File: src/pwp_pkg.sv
// Shared constants, types and helpers for the passwd entry field parser.
package pwp_pkg;

  // Longest line in bytes; offsets at or past this reject the line
  localparam int unsigned MAX_LINE = 4096;
  // Width of a uid/gid value
  localparam int unsigned ID_BITS = 32;
  // Byte offset counter width; it must hold MAX_LINE itself (saturation)
  localparam int unsigned POS_W = $clog2(MAX_LINE + 1);
  // Accumulator width for one times-ten step plus a digit
  localparam int unsigned MAC_W = ID_BITS + 4;

  // Output field widths
  localparam int unsigned IDX_W = 3;
  localparam int unsigned OFS_W = 12;

  // Field indices of uid, gid, home and shell, and the index one past the last field (the field count)
  localparam logic [IDX_W-1:0] FIELD_UID   = 3'd2;
  localparam logic [IDX_W-1:0] FIELD_GID   = 3'd3;
  localparam logic [IDX_W-1:0] FIELD_HOME  = 3'd5;
  localparam logic [IDX_W-1:0] FIELD_SHELL = 3'd6;
  localparam logic [IDX_W-1:0] FIELD_PAST  = 3'd7;

  // Character codes
  localparam logic [7:0] CH_NUL   = 8'h00;
  localparam logic [7:0] CH_TAB   = 8'h09;
  localparam logic [7:0] CH_CR    = 8'h0D;
  localparam logic [7:0] CH_SPACE = 8'h20;
  localparam logic [7:0] CH_HASH  = 8'h23;
  localparam logic [7:0] CH_PLUS  = 8'h2B;
  localparam logic [7:0] CH_MINUS = 8'h2D;
  localparam logic [7:0] CH_ZERO  = 8'h30;
  localparam logic [7:0] CH_NINE  = 8'h39;
  localparam logic [7:0] CH_COLON = 8'h3A;

  // Line phase codes
  localparam logic [1:0] PH_LEAD   = 2'd0;
  localparam logic [1:0] PH_FIELDS = 2'd1;
  localparam logic [1:0] PH_DONE   = 2'd2;

  // Number phase codes for uid/gid fields
  localparam logic [2:0] NP_EMPTY  = 3'd0;
  localparam logic [2:0] NP_WS     = 3'd1;
  localparam logic [2:0] NP_SIGN   = 3'd2;
  localparam logic [2:0] NP_DIGITS = 3'd3;
  localparam logic [2:0] NP_BAD    = 3'd4;

  // Control from the line parser to the number parser
  typedef struct packed {
    logic feed;   // apply the byte to the number
    logic clear;  // open a fresh field after this step
  } num_ctl_t;

  // Verdict of the number parser on the field as it stands after this byte
  typedef struct packed {
    logic               ok;
    logic [ID_BITS-1:0] value;
  } num_stat_t;

  // One result item
  typedef struct packed {
    logic [IDX_W-1:0]   field_index;
    logic [OFS_W-1:0]   field_start;
    logic [OFS_W-1:0]   field_length;
    logic [ID_BITS-1:0] id_value;
    logic               field_ok;
    logic               line_done;
    logic               accepted;
  } res_t;

  // Space, tab, LF, VT, FF, CR
  function automatic logic is_ws(input logic [7:0] b);
    return (b == CH_SPACE) || ((b >= CH_TAB) && (b <= CH_CR));
  endfunction

endpackage

File: src/pwp_num.sv
// Decimal uid/gid field parser: sign, digits and times-ten accumulate.
module pwp_num
  import pwp_pkg::*;
(
  input  logic      clk_i,
  input  logic      rst_ni,
  input  logic      step_i,
  input  num_ctl_t  ctl_i,
  input  logic [7:0] byte_i,
  output num_stat_t stat_o
);

  logic [2:0]         np_q, np_d, np_f;
  logic [ID_BITS-1:0] acc_q, acc_d, acc_f;
  logic               ovf_q, ovf_d, ovf_f;
  logic               minus_q, minus_d, minus_f;
  logic               early;
  logic [MAC_W-1:0]   mac;

  // acc * 10 + digit, overflow when any bit lands above ID_BITS
  assign mac = ({4'b0, acc_q} << 3) + ({4'b0, acc_q} << 1)
             + MAC_W'(byte_i - CH_ZERO);

  // Field state after this byte
  always_comb begin
    np_f    = np_q;
    acc_f   = acc_q;
    ovf_f   = ovf_q;
    minus_f = minus_q;
    early   = (np_q == NP_EMPTY) || (np_q == NP_WS);
    if (ctl_i.feed) begin
      if (is_ws(byte_i)) begin
        np_f = early ? NP_WS : NP_BAD;
      end else if ((byte_i == CH_PLUS) || (byte_i == CH_MINUS)) begin
        if (early) begin
          np_f    = NP_SIGN;
          minus_f = (byte_i == CH_MINUS);
        end else begin
          np_f = NP_BAD;
        end
      end else if ((byte_i >= CH_ZERO) && (byte_i <= CH_NINE) && (np_q != NP_BAD)) begin
        np_f = NP_DIGITS;
        if (!ovf_q) begin
          if (mac[MAC_W-1:ID_BITS] != '0) begin
            ovf_f = 1'b1;
          end else begin
            acc_f = mac[ID_BITS-1:0];
          end
        end
      end else begin
        np_f = NP_BAD;
      end
    end
  end

  // Well formed: empty, or digits without overflow and no negative value
  always_comb begin
    stat_o.ok    = (np_f == NP_EMPTY) ||
                   ((np_f == NP_DIGITS) && !ovf_f && !(minus_f && (acc_f != '0)));
    stat_o.value = stat_o.ok ? acc_f : '0;
  end

  // Next register values; opening a field clears everything
  always_comb begin
    np_d    = np_q;
    acc_d   = acc_q;
    ovf_d   = ovf_q;
    minus_d = minus_q;
    if (step_i) begin
      if (ctl_i.clear) begin
        np_d    = NP_EMPTY;
        acc_d   = '0;
        ovf_d   = 1'b0;
        minus_d = 1'b0;
      end else begin
        np_d    = np_f;
        acc_d   = acc_f;
        ovf_d   = ovf_f;
        minus_d = minus_f;
      end
    end
  end

  always_ff @(posedge clk_i or negedge rst_ni) begin
    if (!rst_ni) begin
      np_q    <= NP_EMPTY;
      acc_q   <= '0;
      ovf_q   <= 1'b0;
      minus_q <= 1'b0;
    end else begin
      np_q    <= np_d;
      acc_q   <= acc_d;
      ovf_q   <= ovf_d;
      minus_q <= minus_d;
    end
  end

endmodule

File: src/pwp_line.sv
// Line state: leading whitespace, field splitting at colons, result forming.
module pwp_line
  import pwp_pkg::*;
(
  input  logic       clk_i,
  input  logic       rst_ni,
  input  logic       step_i,
  input  logic [7:0] byte_i,
  input  logic       last_i,
  output logic       res_valid_o,
  output res_t       res_o
);

  logic [1:0]       phase_q, phase_d;
  logic [IDX_W-1:0] fc_q, fc_d;
  logic [POS_W-1:0] pos_q, pos_d;
  logic [POS_W-1:0] start_q, start_d;
  logic             rej_q, rej_d;

  logic [1:0]       ph;
  logic [POS_W-1:0] start_eff;
  logic [POS_W-1:0] end_pos;
  logic [POS_W-1:0] flen;
  logic             is_id;
  logic             do_close;
  logic             rej;
  num_ctl_t         nctl;
  num_stat_t        nstat;

  pwp_num u_num (
    .clk_i  (clk_i),
    .rst_ni (rst_ni),
    .step_i (step_i),
    .ctl_i  (nctl),
    .byte_i (byte_i),
    .stat_o (nstat)
  );

  assign is_id = (fc_q == FIELD_UID) || (fc_q == FIELD_GID);
  assign flen  = end_pos - start_eff;

  // One byte of the line
  always_comb begin
    phase_d     = phase_q;
    fc_d        = fc_q;
    start_d     = start_q;
    pos_d       = (pos_q < POS_W'(MAX_LINE)) ? pos_q + 1'b1 : pos_q;
    nctl.feed   = 1'b0;
    nctl.clear  = 1'b0;
    ph          = phase_q;
    rej         = rej_q;
    start_eff   = start_q;
    end_pos     = pos_q;
    do_close    = 1'b0;
    res_valid_o = 1'b0;
    res_o       = '0;

    // overlong line
    if ((ph != PH_DONE) && (pos_q >= POS_W'(MAX_LINE))) begin
      rej = 1'b1;
      ph  = PH_DONE;
    end

    // leading whitespace, comment or empty line
    if (ph == PH_LEAD) begin
      if ((byte_i == CH_NUL) || (byte_i == CH_HASH)) begin
        rej = 1'b1;
        ph  = PH_DONE;
      end else if (!is_ws(byte_i)) begin
        ph         = PH_FIELDS;
        start_eff  = pos_q;
        start_d    = pos_q;
        nctl.clear = 1'b1;
      end
    end

    if (ph == PH_FIELDS) begin
      if (byte_i == CH_COLON) begin
        do_close    = 1'b1;
        res_valid_o = 1'b1;
        if (is_id && !nstat.ok) rej = 1'b1;
        if (fc_q >= FIELD_SHELL) begin
          fc_d = FIELD_PAST;
          ph   = PH_DONE;
        end else begin
          fc_d       = fc_q + 1'b1;
          start_d    = pos_q + 1'b1;
          nctl.clear = 1'b1;
        end
        res_o.line_done = last_i;
        res_o.accepted  = last_i && !rej && (fc_q >= FIELD_HOME);
      end else if (byte_i == CH_NUL) begin
        do_close    = 1'b1;
        res_valid_o = 1'b1;
        if (is_id && !nstat.ok) rej = 1'b1;
        if (fc_q != FIELD_SHELL) rej = 1'b1;
        ph = PH_DONE;
        res_o.line_done = last_i;
        res_o.accepted  = last_i && !rej;
      end else begin
        nctl.feed = is_id;
        if (last_i) begin
          do_close    = 1'b1;
          res_valid_o = 1'b1;
          end_pos     = pos_q + 1'b1;
          if (is_id && !nstat.ok) rej = 1'b1;
          if (fc_q != FIELD_SHELL) rej = 1'b1;
          res_o.line_done = 1'b1;
          res_o.accepted  = !rej;
        end
      end
    end

    // field close payload
    if (do_close) begin
      res_o.field_index  = fc_q;
      res_o.field_start  = start_eff[OFS_W-1:0];
      res_o.field_length = flen[OFS_W-1:0];
      res_o.id_value     = is_id ? nstat.value : '0;
      res_o.field_ok     = is_id ? nstat.ok : 1'b1;
    end

    phase_d = ph;
    rej_d   = rej;

    // line end: report if nothing closed, then return to reset state
    if (last_i) begin
      if (!res_valid_o) begin
        res_valid_o     = 1'b1;
        res_o           = '0;
        res_o.line_done = 1'b1;
        res_o.accepted  = (ph == PH_DONE) && !rej;
      end
      phase_d    = PH_LEAD;
      fc_d       = '0;
      pos_d      = '0;
      start_d    = '0;
      rej_d      = 1'b0;
      nctl.clear = 1'b1;
    end
  end

  always_ff @(posedge clk_i or negedge rst_ni) begin
    if (!rst_ni) begin
      phase_q <= PH_LEAD;
      fc_q    <= '0;
      pos_q   <= '0;
      start_q <= '0;
      rej_q   <= 1'b0;
    end else if (step_i) begin
      phase_q <= phase_d;
      fc_q    <= fc_d;
      pos_q   <= pos_d;
      start_q <= start_d;
      rej_q   <= rej_d;
    end
  end

endmodule

File: src/passwd_entry_field_parser_unit.sv
// Top level of the passwd entry field parser: stream ports and pipeline registers.
//
// Takes one byte of a passwd line per transfer (tlast on the line's final byte)
// and sends one transfer for each closed field, carrying its index, offset,
// length, parsed uid/gid value and a well-formed flag; the transfer for the
// line's final byte has tlast set and reports whether the whole line was
// accepted (a line with no field closed on its final byte still gets one
// such transfer). A byte can be taken every clock cycle; each byte passes
// through an input register and then a result register on its way to the
// output. Back-pressure on the result side stalls the input side only when
// both registers are full.
module passwd_entry_field_parser_unit
  import pwp_pkg::*;
(
  input  logic        clk_i,
  input  logic        rst_ni,
  input  logic        s_axis_tvalid_i,
  output logic        s_axis_tready_o,
  input  logic [7:0]  s_axis_tdata_i,   // [7:0] data_byte
  input  logic        s_axis_tlast_i,   // last_byte
  output logic        m_axis_tvalid_o,
  input  logic        m_axis_tready_i,
  // [2:0] field_index, [14:3] field_start, [26:15] field_length,
  // [58:27] id_value, [59] field_ok, [60] accepted, [63:61] zero
  output logic [63:0] m_axis_tdata_o,
  output logic        m_axis_tlast_o    // line_done
);

  logic       in_valid_q;
  logic [7:0] in_byte_q;
  logic       in_last_q;
  logic       out_valid_q, out_valid_d;
  res_t       res_q;
  logic       advance;
  logic       res_valid;
  res_t       res;

  // The input stage moves on whenever the result register can take its output
  assign advance         = in_valid_q && (!out_valid_q || m_axis_tready_i);
  assign s_axis_tready_o = !in_valid_q || advance;

  pwp_line u_line (
    .clk_i       (clk_i),
    .rst_ni      (rst_ni),
    .step_i      (advance),
    .byte_i      (in_byte_q),
    .last_i      (in_last_q),
    .res_valid_o (res_valid),
    .res_o       (res)
  );

  // Input register
  always_ff @(posedge clk_i or negedge rst_ni) begin
    if (!rst_ni) begin
      in_valid_q <= 1'b0;
    end else if (s_axis_tready_o) begin
      in_valid_q <= s_axis_tvalid_i;
    end
  end

  always_ff @(posedge clk_i) begin
    if (s_axis_tready_o && s_axis_tvalid_i) begin
      in_byte_q <= s_axis_tdata_i;
      in_last_q <= s_axis_tlast_i;
    end
  end

  // Result register
  always_comb begin
    out_valid_d = out_valid_q;
    if (advance) begin
      out_valid_d = res_valid;
    end else if (m_axis_tready_i) begin
      out_valid_d = 1'b0;
    end
  end

  always_ff @(posedge clk_i or negedge rst_ni) begin
    if (!rst_ni) begin
      out_valid_q <= 1'b0;
    end else begin
      out_valid_q <= out_valid_d;
    end
  end

  always_ff @(posedge clk_i) begin
    if (advance && res_valid) begin
      res_q <= res;
    end
  end

  assign m_axis_tvalid_o = out_valid_q;
  assign m_axis_tlast_o  = res_q.line_done;
  assign m_axis_tdata_o  = {3'b000, res_q.accepted, res_q.field_ok, res_q.id_value,
                            res_q.field_length, res_q.field_start, res_q.field_index};

endmodule
File: config.mk
export PLATFORM = sky130hd
export DESIGN_NAME = passwd_entry_field_parser_unit
export DESIGN_NICKNAME = d
export VERILOG_FILES = /design/src/pwp_pkg.sv /design/src/pwp_num.sv /design/src/pwp_line.sv /design/src/passwd_entry_field_parser_unit.sv
export SDC_FILE = /design/constraint.sdc
export NUM_CORES = 1
export LEC_CHECK = 0
export ABC_AREA = 1
export BUFFER_PORTS_ARGS = -buffer_cell sky130_fd_sc_hd__buf_2
export CORE_MARGIN = 5
export CORE_UTILIZATION = 60
export DETAILED_ROUTE_END_ITERATION = 8
export MAX_ROUTING_LAYER = met4
export PLACE_DENSITY = 0.89
export SYNTH_ARGS = -nofsm -noshare
export SYNTH_HDL_FRONTEND = slang
export SYNTH_HIERARCHICAL = 1
export SYNTH_SLANG_ARGS = --single-unit
File: constraint.sdc
create_clock -name clk_i -period 8.5 [get_ports clk_i]
set_input_delay 0.85 -clock clk_i [delete_from_list [all_inputs] [get_ports clk_i]]
set_output_delay 0.85 -clock clk_i [all_outputs]
set_load 0.01 [all_outputs]
==> results of run 1 <==
==> flip-flops by register name (all words and copies together), names as in the netlist, 2 cells and up <==
| register | flops |
|---|---|
| u_line/fc_q | 3 |
| u_line/pos_q | 13 |
| m_axis_tdata_o | 61 |
| u_line/phase_q | 2 |
| u_line/u_num/np_q | 3 |
| in_byte_q | 8 |
| u_line/u_num/acc_q | 32 |
| u_line/start_q | 12 |
==> cell families (layout without fill, tap and decap cells) <==
group,after synthesis,count (layout)
AND/OR/NAND/NOR,648,648
buffers and inverters,257,326
AO/OA/AOI/OAI,249,249
flip-flops,141,141
adder cells (fa/ha/maj),89,89
XOR/XNOR,39,39
other,1,3
multiplexers,1,1
==> through the flow <==
step                 util  std cells  total power (W)  instance area [um2]  hold WS, ps
floorplan               -       1427          0.00149                10900          449
finish              0.667       1725          0.00253                12000          488
CTS                 0.667       1725          0.00250                12000          482
global placement    0.634       1693          0.00168                11400          467
global route        0.667       1725          0.00264                12000          500
detailed placement  0.634       1693          0.00171                11400          465
==> metal layers <==
metal	global-route usage	vias to the layer above
met5	-	-
met4	0.109	0
met3	0.0483	120
met2	0.466	654
met1	0.387	4783
li1	-	4756
==> final cells by class <==
class                           count  area share
Multi-Input combinational cell   1029       0.500
Timing Repair Buffer               82      0.0355
Inverter                          212      0.0664
Tap cell                          229      0.0239
Clock inverter                     13      0.0138
Sequential cell                   141       0.324
Clock buffer                       19      0.0361
==> where the power goes <==
group          switching [W]  internal, W  total [W]
logic               0.000637     0.000241   0.000879
clock network       0.000301     0.000463   0.000764
registers          0.0000490     0.000834   0.000883
total               0.000988      0.00154    0.00253
==> synth_stat cells (3+ instances only) <==
cell,number,share of area
nand2_1,389,0.13
inv_1,184,0.063
nor2_1,142,0.049
edfxtp_1,71,0.20
a21oi_1,70,0.032
dfrtp_1,70,0.16
ha_1,57,0.065
o21ai_0,48,0.022
nand3_1,39,0.018
o22ai_1,34,0.019
fa_1,32,0.059
a21oi_2,30,0.024
nand4_1,28,0.016
inv_2,27,0.0093
xor2_1,26,0.021
o21ai_1,22,0.010
clkbuf_1,17,0.0058
buf_2,13,0.0060
nor3_1,13,0.0060
xnor2_1,13,0.010
nand2_2,12,0.0069
buf_6,11,0.011
o21bai_1,10,0.0069
a22o_1,9,0.0072
o21ai_2,9,0.0072
a31oi_1,7,0.0040
nor4_1,4,0.0023
buf_4,3,0.0021
nand3_2,3,0.0027
nor2_4,3,0.0031
o21a_1,3,0.0021
==> tightest hold or removal path, stage by stage (launching register included) <==
cell and delay, ps:
dfrtp_1 340, nand2_1 50, nand2_1 60
==> final timing paths <==
path                                      startpoint                     end  slack [ps]  cells past startpoint
worst max register to register          in_byte_q[6]      m_axis_tdata_o[60]        1540                     34
worst min register to register  u_line/u_num/minus_q    u_line/u_num/minus_q         490                      2
min in group asynchronous                     rst_ni  u_line/u_num/acc_q[29]         630                      2
max in group asynchronous                     rst_ni       u_line/phase_q[1]        7250                      2
worst max-delay path                    in_byte_q[6]      m_axis_tdata_o[60]        1540                     34
worst min-delay path            u_line/u_num/minus_q    u_line/u_num/minus_q         490                      2
==> impl_results.md, run 1 <==
* Slew at the pin closest to its max-slew limit at approximately 1200 ps
* Synth Warn # at 6
* Sequential cell area fraction in the yosys report at 0.355
* Top routing layer in use: met4
* Most used flip-flop cell after synthesis: edfxtp_1
* Worst setup EP type: register
* Port-buffer cells at between 70 and 80
* CP Class: reg2reg
* Fraction of layout cells with a size suffix above 1 at 0.138
* FMAX at 144 MHz
* Chip Width at 145 um
* Core area at 0.0180 mm2
* Crit-path slowest cell: nand3_4
* Delay-heaviest family, CP: simple AND/OR/NAND/NOR gates
* Post-synthesis mux area share at 0.000916
* Row cnt at 49
* Status: complete, no violations
* Clock tree buffer depth at 2
* Post-DP HPWL at ~22000 um
* Mapped Area at 0.0109 mm2
* Final antenna diode count at 0
* Post-Route WL at between 30000 and 40000 um
* Met2 routed WL at around 15000 um
* DRC at 0
* Number of I/O pins at 80
* Worst setup margin at 1540 ps
* Avg Inst Size Synth at about 7.7 um2
* CP max stage delay at ~540 ps
* Post-synthesis cell type count at 51
* Largest family of logic cells by synthesized area: simple AND/OR/NAND/NOR gates
* Final Max Slew Viols at 0
* Cts bufs inserted at 17
* CP arrival at 7220 ps
* Grt ovf at 0
* CP required at 8760 ps
* 1st-pass router iterations at 6
* Hold/Removal Path Class: reg2reg
* 1st-iter DRT viols at approximately 1300
* Clock latency on the worst-skew pair at around 420 ps
* Routed wire per std cell at between 15 and 20 um
* Final min period at 6960 ps
* Setup tns final at 0 ps
* Post-CTS sizing at 0
* Crit path max fanout at 41
* Async set-reset flop share out of synthesis at 0.496
* RD Place Congestion at 0.942
* Max cap viols at 0
* Multi-input logic area at 0.00600 mm2
* Met3 Wirelength at 2720 um
* Synth Area in Simple Gates at 0.249
* Compound-Gate Fraction of Synth Area at 0.141
* Starting density of the core at 0.608
* Cells after synthesis at 1425
* First-pass GRT wire length at ~50000 um
* Hold_buf cts at 0
* Post-synth EDFFs at 71
* Fin. Hold Viols at 0
* Slew headroom at 0.205
* Fillers at ~1400
* Most common cell after layout, fill and taps aside: nand2_1
* Gr usage total at 0.295
* Setup clock skew after layout at roughly 11 ps
* CTS tree: done
* Die area at about 0.021 mm2
* Commonest cells after routing, fill and taps aside: nand2_1, inv_1, nor2_1
* H-tree levels at 4
* PD cells at 211 mW/mm2
* Flops & latches, synth at about 140
* Vias in the first global route at between 9000 and 10000
* Critical path's most frequent cell: nand2_1
* Unrepaired setup endpoints after global routing: false
* Largest net degree at the start of global routing at 71
* Xor/xnor share of the synthesized area at 0.0313
* Buf/Inv on CP at 5
* Antenna violations before repair at 0
* Final setup viols at 0
* Final nets at around 1600
* Adder-cell area share of the yosys netlist at 0.124
* Register area at 0.00388 mm2
* Reg clk slew, reported paths at 60 ps
* Setup WS pre-CTS at 1780 ps
* P_leak at between 6 and 7 nW
* Startpoint Class: register
* Area Overhead vs Synth at 9.71%
* Sink Count at 141
* Antenna Violating Nets Remaining at 0
* Vias per std cell at about 6
* Die H at 145 um
* Worst vdd ir at between 0.0002 and 0.00025 V
* Total vias in the final route at 10300
* Met1 Routed Length at 12100 um
* Final period util at 0.819
* Post-CTS Setup Repair Bufs at 0
* Clk root buf: clkbuf_16
No activity file was read; power rests on OpenSTA's default activity.
==> inputs of run 2 (changes only) <==
--- a/config.mk
+++ b/config.mk
@@ -8,10 +8,10 @@
 export ABC_AREA = 1
 export BUFFER_PORTS_ARGS = -buffer_cell sky130_fd_sc_hd__buf_2
 export CORE_MARGIN = 5
-export CORE_UTILIZATION = 60
+export CORE_UTILIZATION = 56
 export DETAILED_ROUTE_END_ITERATION = 8
 export MAX_ROUTING_LAYER = met4
-export PLACE_DENSITY = 0.89
+export PLACE_DENSITY = 0.88
 export SYNTH_ARGS = -nofsm -noshare
 export SYNTH_HDL_FRONTEND = slang
 export SYNTH_HIERARCHICAL = 1
==> constraint.sdc (replaced) <==
create_clock -name clk_i -period 6.1 [get_ports clk_i]
set_input_delay 0.61 -clock clk_i [delete_from_list [all_inputs] [get_ports clk_i]]
set_output_delay 0.61 -clock clk_i [all_outputs]
set_load 0.01 [all_outputs]
==> impl_results.md, run 2 (same netlist as run 1, synthesis figures left out) <==
* Crit path launch: in_byte_q[6]
* Row cnt at 51 (+4.1%)
* Starting density of the core at 0.565 (-0.0431)
* Sink Count at 141 (unchanged)
* Hold/Removal Path Class: in2reg
* CP arrival at 5910 ps (-1310 ps)
* Total vias in the final route at 10200 (-0.94%)
* R2R setup slack at 340 ps (-1200 ps)
* Fraction of layout cells with a size suffix above 1 at 0.145 (+0.00762)
* RD Place Congestion at 1.01 (+7.2%)
* Gr usage total at 0.278 (-0.0174)
* Post-DP HPWL at 22400 um (+1.0%)
* Commonest cells after routing, fill and taps aside: nand2_1, inv_1, nor2_1
* Worst vdd ir at 0.000272 V (+17%)
* Chip Width at 150 um (+3.3%)
* CP required at 6250 ps (-2510 ps)
* Final Total Pwr at 0.00352 W (+39%)
* Die H at 150 um (+3.3%)
* Antenna violations before repair at 0 (unchanged)
* Clock tree buffer depth at 2 (unchanged)
* Crit Reg-Reg Endpoint: m_axis_tdata_o[58]
* Clk root buf: clkbuf_16
* Reg2reg path depth at 33 (-2.9%)
* Most common cell after layout, fill and taps aside: nand2_1
* Hold_ws at 363 ps (-125 ps)
* Core Util, Final at 0.629 (-0.0379)
* Vias per std cell at 5.77 (-3.6%)
* Routed wire per std cell at 17.2 um (-3.6%)
* CTS tree: done
* DP Cell Count at 1733 (+2.4%)
* Slew headroom at 0.234 (+0.0284)
* Max reg flops at 61 (unchanged)
* Fin. Hold Viols at 0 (unchanged)
* Fillers at 1610 (+14%)
* Final instance area at 0.0122 mm2 (+1.5%)
* Post-Route WL at 30500 um (-0.99%)
* FMAX at 174 MHz (+21%)
* Status: complete, no violations
* Crit-path slowest cell: fa_1
* Die area at 0.0224 mm2 (+6.6%)
* Hold_buf cts at 0 (unchanged)
* Critical path's most frequent cell: nand2_1
* Largest net degree at the start of global routing at 71 (unchanged)
* P_leak at 6.09 nW (+1.0%)
* Final period util at 0.944 (+0.125)
* Final min period at 5760 ps (-1200 ps)
* Non-filler cells, final at 1772 (+2.7%)
* 1st-iter DRT viols at 1133 (-14%)
* First-pass GRT wire length at 48200 um (-2.9%)
* CP endpoint: m_axis_tdata_o[58]
* Port-buffer cells at 76 (unchanged)
* Worst setup EP type: register
* CP Class: reg2reg
* Grt ovf at 0 (unchanged)
* Area post-placement at 0.0115 mm2 (+0.66%)
* Clock latency on the worst-skew pair at 420 ps (about the same)
* CP max stage delay at 490 ps (-50 ps)
* 1st-pass router iterations at 7 (+1)
* Final nets at 1596 (+0.69%)
* Final setup viols at 0 (unchanged)
* Core area at 0.0193 mm2 (+7.6%)
* Max cap viols at 0 (unchanged)
* Cts bufs inserted at 17 (unchanged)
* H-tree levels at 4 (unchanged)
* Vias in the first global route at 9616 (-2.2%)
* Final Max Slew Viols at 0 (unchanged)
* Startpoint Class: register
* Worst r2r src: in_byte_q[6]
* Reg clk slew, reported paths at 60 ps (about the same)
* Crit path max fanout at 32 (-22%)
* PD cells at 290 mW/mm2 (+37%)
* Final antenna diode count at 0 (unchanged)
* Area Overhead vs Synth at 11.4%
* Slew at the pin closest to its max-slew limit at 1150 ps (-42.6 ps)
* Setup clock skew after layout at 8.08 ps (-3.20 ps)
* DRC at 0 (unchanged)
* Number of I/O pins at 80 (unchanged)
* Antenna Violating Nets Remaining at 0 (unchanged)
[run 2: worst max-delay path: cells and delay by family (launching register included)]
kind	cells	cell delay [ps]
buffers and inverters	6	930
AO/OA/AOI/OAI	2	310
adder cells (fa/ha/maj)	2	830
flip-flops	1	470
AND/OR/NAND/NOR	23	2860
[run 2: area by class of cell]
type,instances,area (um2),share of cell area
Tap cell,265,332,0.0272
Clock inverter,15,195,0.0160
Timing Repair Buffer,91,509,0.0419
Sequential cell,141,3880,0.319
Multi-Input combinational cell,1031,6030,0.495
Clock buffer,17,425,0.0350
Inverter,212,796,0.0654
[run 2: layer usage]
metal	global-route usage	wire [um]
met5	-	0
met3	0.0482	2270
met4	0.101	1170
met1	0.350	12200
met2	0.454	14900
[run 2: worst min-delay path by stage]
stage	cells after the start	slack, ps	start	endpoint
floorplan	0	310	rst_ni	in_valid_q
global placement	2	470	u_line/start_q[1]	u_line/start_q[1]
detailed placement	2	480	u_line/u_num/minus_q	u_line/u_num/minus_q
CTS	1	350	s_axis_tdata_i[1]	in_byte_q[1]
global route	1	350	s_axis_tdata_i[2]	in_byte_q[2]
finish	1	360	s_axis_tdata_i[1]	in_byte_q[1]
[run 2: metrics by stage]
step | worst slack (ps) | TNS, ps
6_report | 344 | 0
2_1_floorplan | 585 | 0
4_1_cts | 207 | 0
3_5_place_dp | 274 | 0
3_3_place_gp | 420 | 0
5_1_grt | -26.4 | -26.4
[run 2: where the power goes]
group	internal, W	switching (W)	leakage, nW
Sequential	0.00116	0.0000630	1.65
Combinational	0.000340	0.000869	4.14
Clock	0.000683	0.000406	0.295
Total	0.00218	0.00134	6.09
[run 2: timing repair]
item / CTS / global route
buffers inserted: 0 / 5
resized for setup: 0 / 7
endpoints found under the setup margin: 0 / 34
